[src/rtl/core/smm_pkg.sv]
// Shared types and constants of the segmented memory mapper.
// No dependencies; used by the interfaces and all core modules.
`timescale 1ns / 1ps

package smm_pkg;

	localparam int ADDR_W = 16;
	localparam int DATA_W = 8;
	localparam int PHYS_W = 19;

	localparam int PAGE_COUNT_DEF    = 8;
	localparam int SEGMENT_COUNT_DEF = 32;

	typedef enum logic [1:0] {
		OP_MEM_RD = 2'd0,
		OP_MEM_WR = 2'd1,
		OP_IO_RD  = 2'd2,
		OP_IO_WR  = 2'd3
	} opcode_t;

	typedef enum logic [2:0] {
		TGT_RAM  = 3'd0,
		TGT_ROM  = 3'd1,
		TGT_REG  = 3'd2,
		TGT_EXT  = 3'd3,
		TGT_NONE = 3'd4
	} target_t;

	// io port numbers, low address byte
	localparam logic [7:0] PORT_ID     = 8'h00;
	localparam logic [7:0] PORT_RAM0   = 8'h04;
	localparam logic [7:0] PORT_RAM1   = 8'h05;
	localparam logic [7:0] PORT_RAM2   = 8'h06;
	localparam logic [7:0] PORT_MAIN   = 8'h08;
	localparam logic [7:0] PORT_ROM2   = 8'h09;
	localparam logic [7:0] PORT_DISP   = 8'h0A;
	localparam logic [7:0] PORT_COMPAT = 8'hF9;
	localparam logic [7:0] PORT_COLOR  = 8'hFC;

	// full 16-bit external ports
	localparam logic [ADDR_W-1:0] PORT_EXT_A = 16'hFFFD;
	localparam logic [ADDR_W-1:0] PORT_EXT_B = 16'hBFFD;
	localparam logic [ADDR_W-1:0] PORT_EXT_C = 16'hBEFD;

	localparam logic [DATA_W-1:0] ID_BYTE    = 8'h56;
	localparam logic [DATA_W-1:0] DISP_RESET = 8'h50;
	localparam logic [DATA_W-1:0] NO_DATA    = 8'hFF;

	// dispatcher bit positions
	localparam int DISP_RAM0   = 0;
	localparam int DISP_RAM1   = 1;
	localparam int DISP_RAM2   = 2;
	localparam int DISP_ROM2   = 3;
	localparam int DISP_ROM1   = 4;
	localparam int DISP_FIXF0  = 6;
	localparam int DISP_COMPAT = 7;

	// compat top area, high address byte
	localparam logic [7:0] HI_F4_END = 8'hF4;
	localparam logic [7:0] HI_F8_END = 8'hF8;
	localparam logic [7:0] HI_HOLE   = 8'hF6;
	localparam logic [7:0] HI_EXT_A  = 8'hF8;
	localparam logic [7:0] HI_PAGE   = 8'hF9;
	localparam logic [7:0] HI_EXT_B  = 8'hFA;
	localparam logic [7:0] HI_EXT_C  = 8'hFF;

	typedef struct packed {
		logic [DATA_W-1:0] ram0;
		logic [DATA_W-1:0] ram1;
		logic [DATA_W-1:0] ram2;
		logic [DATA_W-1:0] main_page;
		logic [DATA_W-1:0] compat_page;
		logic [DATA_W-1:0] rom2;
		logic [DATA_W-1:0] disp;
	} map_regs_t;

	typedef struct packed {
		target_t           target;
		logic [PHYS_W-1:0] phys;
		logic              compat_wr;
	} map_res_t;

endpackage

[src/rtl/core/smm_req_if.sv]
// Request channel: one CPU bus access per transfer.
// Depends on smm_pkg.
`timescale 1ns / 1ps

interface smm_req_if;
	logic                        valid;
	logic                        ready;
	smm_pkg::opcode_t            opcode;
	logic [smm_pkg::ADDR_W-1:0]  address;
	logic [smm_pkg::DATA_W-1:0]  write_data;

	modport source (output valid, output opcode, output address, output write_data,
		input ready);
	modport sink (input valid, input opcode, input address, input write_data,
		output ready);
endinterface

[src/rtl/core/smm_rsp_if.sv]
// Response channel: target class, physical offset and read byte.
// Depends on smm_pkg.
`timescale 1ns / 1ps

interface smm_rsp_if;
	logic                        valid;
	logic                        ready;
	smm_pkg::target_t            target;
	logic [smm_pkg::PHYS_W-1:0]  phys_addr;
	logic [smm_pkg::DATA_W-1:0]  read_data;

	modport source (output valid, output target, output phys_addr, output read_data,
		input ready);
	modport sink (input valid, input target, input phys_addr, input read_data,
		output ready);
endinterface

[src/rtl/core/smm_mem_map.sv]
// Memory window translation: address to RAM/ROM offset and target class.
// Depends on smm_pkg; combinational, instantiated by the top level.
`timescale 1ns / 1ps

module smm_mem_map #(
	parameter int PAGE_COUNT    = smm_pkg::PAGE_COUNT_DEF,
	parameter int SEGMENT_COUNT = smm_pkg::SEGMENT_COUNT_DEF
) (
	input  logic                       wr,
	input  logic [smm_pkg::ADDR_W-1:0] address,
	input  smm_pkg::map_regs_t         regs,
	output smm_pkg::map_res_t          res
);

	localparam int PAGE_W = $clog2(PAGE_COUNT);
	localparam int SEG_W  = $clog2(SEGMENT_COUNT);
	localparam int PW     = smm_pkg::PHYS_W;

	typedef logic [PAGE_W-1:0] page_tab_t [256];
	typedef logic [SEG_W-1:0]  seg_tab_t  [256];

	function automatic page_tab_t build_page_tab();
		page_tab_t t;
		for (int i = 0; i < 256; i++) begin
			t[i] = PAGE_W'(i % PAGE_COUNT);
		end
		return t;
	endfunction

	function automatic seg_tab_t build_seg_tab();
		seg_tab_t t;
		for (int i = 0; i < 256; i++) begin
			t[i] = SEG_W'(i % SEGMENT_COUNT);
		end
		return t;
	endfunction

	localparam page_tab_t PAGE_TAB = build_page_tab();
	localparam seg_tab_t  SEG_TAB  = build_seg_tab();

	logic [7:0]    page_sel;
	logic [PW-1:0] pg_base;
	logic [PW-1:0] a_ext;
	logic [PW-1:0] a_low;
	logic [PW-1:0] ram0_off;
	logic [PW-1:0] ram1_off;
	logic [PW-1:0] ram2_off;
	logic [PW-1:0] rom2_off;
	logic [7:0]    hi;
	logic [7:0]    disp;

	assign disp     = regs.disp;
	assign hi       = address[15:8];
	assign page_sel = disp[smm_pkg::DISP_COMPAT] ? regs.compat_page : regs.main_page;
	assign pg_base  = PW'({PAGE_TAB[page_sel], 16'h0000});
	assign a_ext    = PW'(address);
	assign a_low    = PW'(address[13:0]);
	assign ram0_off = PW'({SEG_TAB[regs.ram0], 14'h0000}) + a_ext;
	assign ram1_off = PW'({SEG_TAB[regs.ram1], 14'h0000}) + a_low;
	assign ram2_off = PW'({SEG_TAB[regs.ram2], 14'h0000}) + a_low;
	assign rom2_off = PW'({regs.rom2[2:0], 13'h0000}) + a_ext;

	always_comb begin
		res.target    = smm_pkg::TGT_RAM;
		res.phys      = a_ext;
		res.compat_wr = 1'b0;
		if (address < 16'h2000) begin
			if (disp[smm_pkg::DISP_ROM1]) begin
				res.target = wr ? smm_pkg::TGT_NONE : smm_pkg::TGT_ROM;
			end else begin
				res.phys = disp[smm_pkg::DISP_RAM0] ? ram0_off : pg_base + a_ext;
			end
		end else if (address < 16'h4000) begin
			if (disp[smm_pkg::DISP_ROM2]) begin
				if (wr) begin
					res.target = smm_pkg::TGT_NONE;
				end else begin
					res.target = smm_pkg::TGT_ROM;
					res.phys   = rom2_off;
				end
			end else begin
				res.phys = disp[smm_pkg::DISP_RAM0] ? ram0_off : pg_base + a_ext;
			end
		end else if (address < 16'h8000) begin
			res.phys = disp[smm_pkg::DISP_RAM1] ? ram1_off : pg_base + a_ext;
		end else if (address < 16'hC000) begin
			res.phys = disp[smm_pkg::DISP_RAM2] ? ram2_off : pg_base + a_ext;
		end else if (address < 16'hF000) begin
			res.phys = pg_base + a_ext;
		end else if (disp[smm_pkg::DISP_COMPAT]) begin
			if (hi < smm_pkg::HI_F4_END) begin
				res.target = smm_pkg::TGT_RAM;
			end else if (hi < smm_pkg::HI_F8_END) begin
				res.target = (hi == smm_pkg::HI_HOLE) ? smm_pkg::TGT_NONE : smm_pkg::TGT_EXT;
			end else if (!wr) begin
				res.target = smm_pkg::TGT_RAM;
			end else if (hi == smm_pkg::HI_EXT_A || hi == smm_pkg::HI_EXT_B ||
				hi == smm_pkg::HI_EXT_C) begin
				res.target = smm_pkg::TGT_EXT;
			end else if (hi == smm_pkg::HI_PAGE) begin
				res.target    = smm_pkg::TGT_REG;
				res.compat_wr = 1'b1;
			end else begin
				res.target = smm_pkg::TGT_NONE;
			end
		end else begin
			res.phys = disp[smm_pkg::DISP_FIXF0] ? a_ext : pg_base + a_ext;
		end
	end

endmodule

[src/rtl/core/segmented_memory_mapper_with_ports.sv]
// Top level of the segmented memory mapper: input stage, io port decode,
// mapping registers, result register. Depends on smm_pkg, smm_req_if,
// smm_rsp_if and smm_mem_map.
//
//   channel  dir  fields                               transfer
//   req      in   opcode, address, write_data          valid & ready
//   rsp      out  target, phys_addr, read_data         valid & ready
//
// One access per cycle sustained while rsp is not stalled; an access passes
// the input register, then the result register. Mapping registers update
// on the edge that moves an access into the result register, so the next
// access sees them. Reset clears the pipeline and loads the register reset
// values. A stalled rsp holds the result; req stays ready while the input
// stage is empty or moving on.
`timescale 1ns / 1ps

module segmented_memory_mapper_with_ports #(
	parameter int PAGE_COUNT    = smm_pkg::PAGE_COUNT_DEF,
	parameter int SEGMENT_COUNT = smm_pkg::SEGMENT_COUNT_DEF
) (
	input logic         clk,
	input logic         arst_n,
	smm_req_if.sink     req,
	smm_rsp_if.source   rsp
);

	logic                       valid_s1;
	smm_pkg::opcode_t           opcode_s1;
	logic [smm_pkg::ADDR_W-1:0] address_s1;
	logic [smm_pkg::DATA_W-1:0] data_s1;

	logic                       rsp_valid_q;
	smm_pkg::target_t           target_q;
	logic [smm_pkg::PHYS_W-1:0] phys_q;
	logic [smm_pkg::DATA_W-1:0] rdata_q;

	logic [7:0] ram0_q, ram1_q, ram2_q, main_q, compat_q, rom2_q, disp_q, color_q;

	smm_pkg::map_regs_t regs;
	smm_pkg::map_res_t  mres;

	logic                       adv;
	logic                       fire;
	logic                       io_wr;
	logic [7:0]                 lo;
	smm_pkg::target_t           tg;
	logic [smm_pkg::PHYS_W-1:0] ph;
	logic [smm_pkg::DATA_W-1:0] rd;

	assign adv       = !rsp_valid_q || rsp.ready;
	assign req.ready = !valid_s1 || adv;
	assign fire      = valid_s1 && adv;
	assign io_wr     = fire && (opcode_s1 == smm_pkg::OP_IO_WR);
	assign lo        = address_s1[7:0];

	assign regs = '{ram0: ram0_q, ram1: ram1_q, ram2: ram2_q, main_page: main_q,
		compat_page: compat_q, rom2: rom2_q, disp: disp_q};

	smm_mem_map #(
		.PAGE_COUNT   (PAGE_COUNT),
		.SEGMENT_COUNT(SEGMENT_COUNT)
	) u_mem_map (
		.wr     (opcode_s1 == smm_pkg::OP_MEM_WR),
		.address(address_s1),
		.regs   (regs),
		.res    (mres)
	);

	always_comb begin
		tg = smm_pkg::TGT_NONE;
		ph = smm_pkg::PHYS_W'(address_s1);
		rd = '0;
		case (opcode_s1)
			smm_pkg::OP_MEM_RD, smm_pkg::OP_MEM_WR: begin
				tg = mres.target;
				ph = mres.phys;
				if (opcode_s1 == smm_pkg::OP_MEM_RD && mres.target == smm_pkg::TGT_NONE) begin
					rd = smm_pkg::NO_DATA;
				end
			end
			smm_pkg::OP_IO_RD: begin
				tg = smm_pkg::TGT_REG;
				case (lo)
					smm_pkg::PORT_ID:   rd = smm_pkg::ID_BYTE;
					smm_pkg::PORT_RAM0: rd = ram0_q;
					smm_pkg::PORT_RAM1: rd = ram1_q;
					smm_pkg::PORT_RAM2: rd = ram2_q;
					smm_pkg::PORT_MAIN: rd = main_q;
					smm_pkg::PORT_ROM2: rd = rom2_q;
					smm_pkg::PORT_DISP: rd = disp_q;
					default: begin
						if ((lo inside {[8'h10:8'h13], [8'h18:8'h1B], [8'h28:8'h2B]}) ||
							address_s1 == smm_pkg::PORT_EXT_A) begin
							tg = smm_pkg::TGT_EXT;
						end else begin
							tg = smm_pkg::TGT_NONE;
							rd = smm_pkg::NO_DATA;
						end
					end
				endcase
			end
			smm_pkg::OP_IO_WR: begin
				tg = smm_pkg::TGT_REG;
				case (lo)
					smm_pkg::PORT_RAM0, smm_pkg::PORT_RAM1, smm_pkg::PORT_RAM2,
					smm_pkg::PORT_MAIN, smm_pkg::PORT_ROM2, smm_pkg::PORT_DISP,
					smm_pkg::PORT_COMPAT, smm_pkg::PORT_COLOR: tg = smm_pkg::TGT_REG;
					default: begin
						if ((lo inside {[8'h10:8'h14], [8'h18:8'h1B], [8'h28:8'h2B],
							8'hF8, 8'hFA, 8'hFE, 8'hFF}) ||
							address_s1 == smm_pkg::PORT_EXT_A ||
							address_s1 == smm_pkg::PORT_EXT_B ||
							address_s1 == smm_pkg::PORT_EXT_C) begin
							tg = smm_pkg::TGT_EXT;
						end else begin
							tg = smm_pkg::TGT_NONE;
						end
					end
				endcase
			end
			default: tg = smm_pkg::TGT_NONE;
		endcase
	end

	// input stage
	always_ff @(posedge clk or negedge arst_n) begin
		if (!arst_n) begin
			valid_s1 <= 1'b0;
		end else if (req.ready) begin
			valid_s1 <= req.valid;
		end
	end

	always_ff @(posedge clk) begin
		if (req.valid && req.ready) begin
			opcode_s1  <= req.opcode;
			address_s1 <= req.address;
			data_s1    <= req.write_data;
		end
	end

	// result register
	always_ff @(posedge clk or negedge arst_n) begin
		if (!arst_n) begin
			rsp_valid_q <= 1'b0;
		end else if (adv) begin
			rsp_valid_q <= valid_s1;
		end
	end

	always_ff @(posedge clk) begin
		if (fire) begin
			target_q <= tg;
			phys_q   <= ph;
			rdata_q  <= rd;
		end
	end

	// mapping registers
	always_ff @(posedge clk or negedge arst_n) begin
		if (!arst_n) begin
			ram0_q   <= '0;
			ram1_q   <= '0;
			ram2_q   <= '0;
			main_q   <= '0;
			compat_q <= '0;
			rom2_q   <= '0;
			disp_q   <= smm_pkg::DISP_RESET;
			color_q  <= '0;
		end else begin
			if (io_wr) begin
				case (lo)
					smm_pkg::PORT_RAM0:   ram0_q   <= data_s1;
					smm_pkg::PORT_RAM1:   ram1_q   <= data_s1;
					smm_pkg::PORT_RAM2:   ram2_q   <= data_s1;
					smm_pkg::PORT_MAIN:   main_q   <= data_s1;
					smm_pkg::PORT_ROM2:   rom2_q   <= data_s1;
					smm_pkg::PORT_DISP:   disp_q   <= data_s1;
					smm_pkg::PORT_COMPAT: compat_q <= data_s1;
					smm_pkg::PORT_COLOR:  color_q  <= data_s1;
					default: ;
				endcase
			end
			if (fire && opcode_s1 == smm_pkg::OP_MEM_WR && mres.compat_wr) begin
				compat_q <= data_s1;
			end
		end
	end

	assign rsp.valid     = rsp_valid_q;
	assign rsp.target    = target_q;
	assign rsp.phys_addr = phys_q;
	assign rsp.read_data = rdata_q;

	a_fire_gives_rsp: assert property (@(posedge clk) disable iff (!arst_n)
		fire |=> rsp.valid)
		else $error("accepted access did not reach the result register");

	a_empty_ready: assert property (@(posedge clk) disable iff (!arst_n)
		!rsp_valid_q |-> req.ready)
		else $error("input stalled with empty result register");

	a_disp_write: assert property (@(posedge clk) disable iff (!arst_n)
		io_wr && lo == smm_pkg::PORT_DISP |=> disp_q == $past(data_s1))
		else $error("dispatcher write lost");

	a_color_write: assert property (@(posedge clk) disable iff (!arst_n)
		io_wr && lo == smm_pkg::PORT_COLOR |=> color_q == $past(data_s1))
		else $error("pseudo color write lost");

	a_mem_rdata: assert property (@(posedge clk) disable iff (!arst_n)
		rsp.valid && (rsp.target == smm_pkg::TGT_RAM || rsp.target == smm_pkg::TGT_ROM ||
		rsp.target == smm_pkg::TGT_EXT) |-> rsp.read_data == '0)
		else $error("memory or external result carries read data");

endmodule
[src/flat_wrapper.sv]
// flat-port wrapper written by rule: the top's interface ports become plain ports
module segmented_memory_mapper_with_ports_flat 
#(
	parameter int PAGE_COUNT    = smm_pkg::PAGE_COUNT_DEF,
	parameter int SEGMENT_COUNT = smm_pkg::SEGMENT_COUNT_DEF
)
  (clk, arst_n, req_valid, req_opcode, req_address, req_write_data, req_ready, rsp_valid, rsp_target, rsp_phys_addr, rsp_read_data, rsp_ready);
  smm_req_if req_i ();
  smm_rsp_if rsp_i ();
  input logic clk;
  input logic arst_n;
  input wire logic [$bits(req_i.valid)-1:0] req_valid;
  input wire logic [$bits(req_i.opcode)-1:0] req_opcode;
  input wire logic [$bits(req_i.address)-1:0] req_address;
  input wire logic [$bits(req_i.write_data)-1:0] req_write_data;
  output wire logic [$bits(req_i.ready)-1:0] req_ready;
  output wire logic [$bits(rsp_i.valid)-1:0] rsp_valid;
  output wire logic [$bits(rsp_i.target)-1:0] rsp_target;
  output wire logic [$bits(rsp_i.phys_addr)-1:0] rsp_phys_addr;
  output wire logic [$bits(rsp_i.read_data)-1:0] rsp_read_data;
  input wire logic [$bits(rsp_i.ready)-1:0] rsp_ready;
  assign req_i.valid = req_valid;
  assign req_i.opcode = req_opcode;
  assign req_i.address = req_address;
  assign req_i.write_data = req_write_data;
  assign req_ready = req_i.ready;
  assign rsp_valid = rsp_i.valid;
  assign rsp_target = rsp_i.target;
  assign rsp_phys_addr = rsp_i.phys_addr;
  assign rsp_read_data = rsp_i.read_data;
  assign rsp_i.ready = rsp_ready;
  segmented_memory_mapper_with_ports #(.PAGE_COUNT(PAGE_COUNT), .SEGMENT_COUNT(SEGMENT_COUNT)) u_core (.clk(clk), .arst_n(arst_n), .req(req_i), .rsp(rsp_i));
endmodule
[config.mk]
export PLATFORM = sky130hd
export DESIGN_NAME = segmented_memory_mapper_with_ports_flat
export DESIGN_NICKNAME = d
export VERILOG_FILES = /design/src/rtl/core/smm_pkg.sv /design/src/rtl/core/smm_req_if.sv /design/src/rtl/core/smm_rsp_if.sv /design/src/rtl/core/smm_mem_map.sv /design/src/rtl/core/segmented_memory_mapper_with_ports.sv /design/src/flat_wrapper.sv
export SDC_FILE = /design/constraint.sdc
export NUM_CORES = 1
export LEC_CHECK = 0
export CAP_MARGIN = 20
export CORE_MARGIN = 4
export CORE_UTILIZATION = 45
export DETAILED_ROUTE_END_ITERATION = 6
export DONT_BUFFER_PORTS = 1
export SKIP_CTS_REPAIR_TIMING = 1
export SLEW_MARGIN = 20
export SYNTH_ARGS = -nofsm -noshare
export SYNTH_HDL_FRONTEND = slang
export SYNTH_SLANG_ARGS = --single-unit
[constraint.sdc]
create_clock -name clk -period 2.7 [get_ports clk]
set_clock_uncertainty 0.05 [all_clocks]
set_input_delay 0.27 -clock clk [delete_from_list [all_inputs] [get_ports clk]]
set_output_delay 0.27 -clock clk [all_outputs]
set_load 0.005 [all_outputs]
==> key figures <==
Cells and area
  • Final #Nets: 497
  • Area growth from synthesis to layout: 13.93%
  • Antenna cells: 0
  • Share of cells above drive strength 1: 22.37%
  • # fillers: approximately 1000

Power
  • Leak: 2.560 nW
  • Max VDD drop: 0.2724 mV
  • Power per standard cell area: approximately 560 mW/mm²

Setup path
  • FF-to-FF setup slack: about 210 ps
  • Worst path max stage delay: between 400 and 500 ps
  • Reg-to-reg critical path endpoint: u_core.rsp.phys_addr[18]
  • Reg2Reg Depth: 8
  • CP cell instances: ha_1, inv_1, fa_1, nand3b_1, xor2_1, a211o_1, mux4_2, nor2_1
  • Critical path fanouts, max: 3
  • Crit path launch type: register
  • Buf/Inv on CP: 1
  • Crit path arrival time: 2660 ps
  • Critical path class: register to register
  • Required time of the critical path: roughly 2900 ps
  • Worst r2r src: u_core.ram0_q[0]
  • Crit path max-delay family: adder cells
  • Crit. End Element: register
  • Slowest cell on the critical path: mux4_2

Clock network
  • CTS tree: done
  • H-Tree Depth: 3
  • Clk pin slew, worst setup/hold paths: about 70 ps
  • Buffer depth of the longest clock path: 2
  • Total CTS buffers: 9
  • Clock sinks: around 110
  • Clock Tree Root: clkbuf_16
  • Worst skew pair latency: 350 ps

Floorplan
  • Die width: around 120 µm
  • Die span in y: about 120 µm
  • Initial Util: between 40% and 50%
  • Core area: 0.01201 mm²
  • Die ar.: between 0.01 and 0.015 mm²
  • # IOs: 62
  • Std cell rows: 40

Synth
  • Synth top area cells: edfxtp_1, dfrtp_1, mux2_2, mux2_4, mux2i_1
  • Syn Nets: between 400 and 500
  • Synth area leader: edfxtp_1
  • Count leader, synth: edfxtp_1
  • Synth Area in Compound Gates: about 10%
  • Synth top area share: 30.48%
  • Asr flop ratio synth: 48.62%
  • Sequential area share after synthesis: 54.57%
  • XOR/XNOR Fraction of Synth Area: around 1.1%
  • Yosys cell types: 67
  • Post-Synth Simple-Gate Area: 12.81%
  • Primary FF master, synth: edfxtp_1
  • Seq cells post-synth: about 110
  • Synth cell count leaders: edfxtp_1, dfrtp_1, mux2_2, nand2_1, mux2i_1
  • Post-synth EDFFs: 56
  • Mapped cell area: 0.005517 mm²
  • Syn Inst Count: 433
  • Mux cell area share after synthesis: between 10% and 20%
  • Largest family of logic cells by synthesized area: multiplexers
  • Synth warn: 0
  • Synth Area in Adders: about 1.9%
  • Syn avg cell area: between 10 and 15 µm²

Global routing
  • Overflow after GRT: 0
  • Largest net degree at the start of global routing: 54
  • GRT Overall Usage: between 10% and 20%
  • First-pass GRT wire length: a little over 20 mm
  • Vias in the first global route: ~3500
  • Initial antenna violation count: 0

STA
  • Fin crit share: around 90%
  • Least-Margin Pin Slew: 603.5 ps
  • Setup_tns: 0 ps
  • Fmax: approximately 400 MHz
  • Slew Limit Headroom: between 50% and 60%
  • Period minus WS final: about 2500 ps
  • RSZ-0062 raised after global routing: no
  • Fin Hold WS: about 120 ps
  • Final hold vios: 0
  • Endpoints failing setup: 0
  • Fin. max-slew vios: 0

Outcome
  • Run status: completed

Routing
  • Final wirelength: between 10 and 15 mm
  • Vias per cell: between 5 and 6
  • DRT antenna net count: 0
  • Initial drt markers: 280
  • Via Count: between 3000 and 4000
  • Initial DRT Pass Iterations: 5
  • DRC errors left: 0
  • Routed len/inst: 21.21 µm

Min path
  • Worst min-delay path startpoint: rsp_ready
  • Hold crit path type: primary input to register
  • Hold Crit Depth: 2
  • Hold Path End: u_core.valid_s1

Flow run
  • Max Cap Violations: 0

Place
  • GPL Wtd Cong: just under 0.9
  • PortBufs: 0
  • HPWL Detailed: around 8.8 mm
==> stage by stage <==
step / utilization, % / std cells / instance area, µm² / power [W] / worst slack, ps
finish: 52.32 / 612 / 6285 / 0.003522 / 206.9
global route: 52.32 / 612 / 6285 / 0.003669 / 113.2
CTS: 49.76 / 583 / 5977 / 0.003499 / 221.6
detailed placement: 47.24 / 567 / 5674 / 0.002171 / 244.3
global placement: 47.24 / 567 / 5674 / 0.002168 / 329.0
floorplan: - / 433 / 5517 / 0.002092 / 178.4
==> flip-flops by register name, summed over array words and instances (netlist names) <==
signal / cells
u_core.disp_q: 8
u_core.compat_q: 3
u_core.data_s1: 8
u_core.opcode_s1: 2
u_core.rsp.valid: 1
u_core.rsp.phys_addr: 19
u_core.rom2_q: 8
u_core.rsp.read_data: 8
u_core.ram1_q: 8
u_core.ram0_q: 8
u_core.valid_s1: 1
u_core.main_q: 8
u_core.address_s1: 16
u_core.rsp.target: 3
u_core.ram2_q: 8
==> layout by cell type (no fill, tap or decap), types with 3 or more instances in the layout <==
cell type       n
xor2_1          3
ha_1            5
o22ai_1         8
a2bb2oi_1       9
a21oi_1        18
o21ai_0        14
a21o_1          3
a31oi_1         6
nand3b_1        6
and2_1          4
xnor2_1         4
nor2_1         19
mux2_4         16
dlygate4sd3_1  28
nand2b_1       10
nor3b_1         3
mux2i_1        21
clkbuf_16       9
or4_1           3
nand2_1        25
dfrtp_1        51
or2_2           8
mux2_2         40
nand4_1         5
inv_1          11
buf_4          12
nor4_1          3
nand3_1         8
edfxtp_1       56
nor3_1          5
==> cell families (layout without fill, tap and decap cells) <==
family | Yosys count | after routing
AND/OR/NAND/NOR | 116 | 116
flip-flops | 109 | 109
AO/OA/AOI/OAI | 80 | 80
multiplexers | 78 | 78
buffers and inverters | 36 | 68
adder cells (fa/ha/maj) | 7 | 7
XOR/XNOR | 7 | 7
==> power breakdown <==
part	internal, W	switching (W)
Clock	0.000765	0.000567
Combinational	0.000114	0.000152
Sequential	0.00185	0.0000779
==> worst max path at each step <==
stage,startpoint,end,depth (start not counted),slack (ps)
2_1_floorplan,u_core.address_s1[15],u_core.rsp.phys_addr[18],8,180
3_3_place_gp,u_core.ram0_q[0],u_core.rsp.phys_addr[18],8,330
3_5_place_dp,u_core.ram0_q[0],u_core.rsp.phys_addr[18],8,240
4_1_cts,u_core.ram0_q[0],u_core.rsp.phys_addr[18],8,220
5_1_grt,u_core.ram0_q[0],u_core.rsp.phys_addr[18],8,110
6_report,u_core.ram0_q[0],u_core.rsp.phys_addr[18],8,210
==> final cells by class <==
| cell class | instances | area [µm²] | area share, % |
|---|---|---|---|
| multi-input combinational | 288 | 2349 | 37.37 |
| timing repair buffer | 41 | 397.9 | 6.331 |
| clock buffer | 12 | 256.5 | 4.081 |
| sequential | 109 | 3010 | 47.90 |
| tap | 147 | 183.9 | 2.927 |
| clock inverter | 4 | 46.29 | 0.7366 |
| inverter | 11 | 41.29 | 0.6570 |
==> routing by layer <==
layer  routed length, µm  part of all wire (%)  global-route usage (%)  vias to the layer above
met4                 165                   1.3                   4.996                        0
li1                    -                     -                       -                     1677
met3                 828                   6.4                   5.215                       13
met5                   0                     0                       0                        -
met1                5718                    44                   26.37                     1783
met2                6270                    48                   28.67                      124
Power figures use the tool's default switching activity.
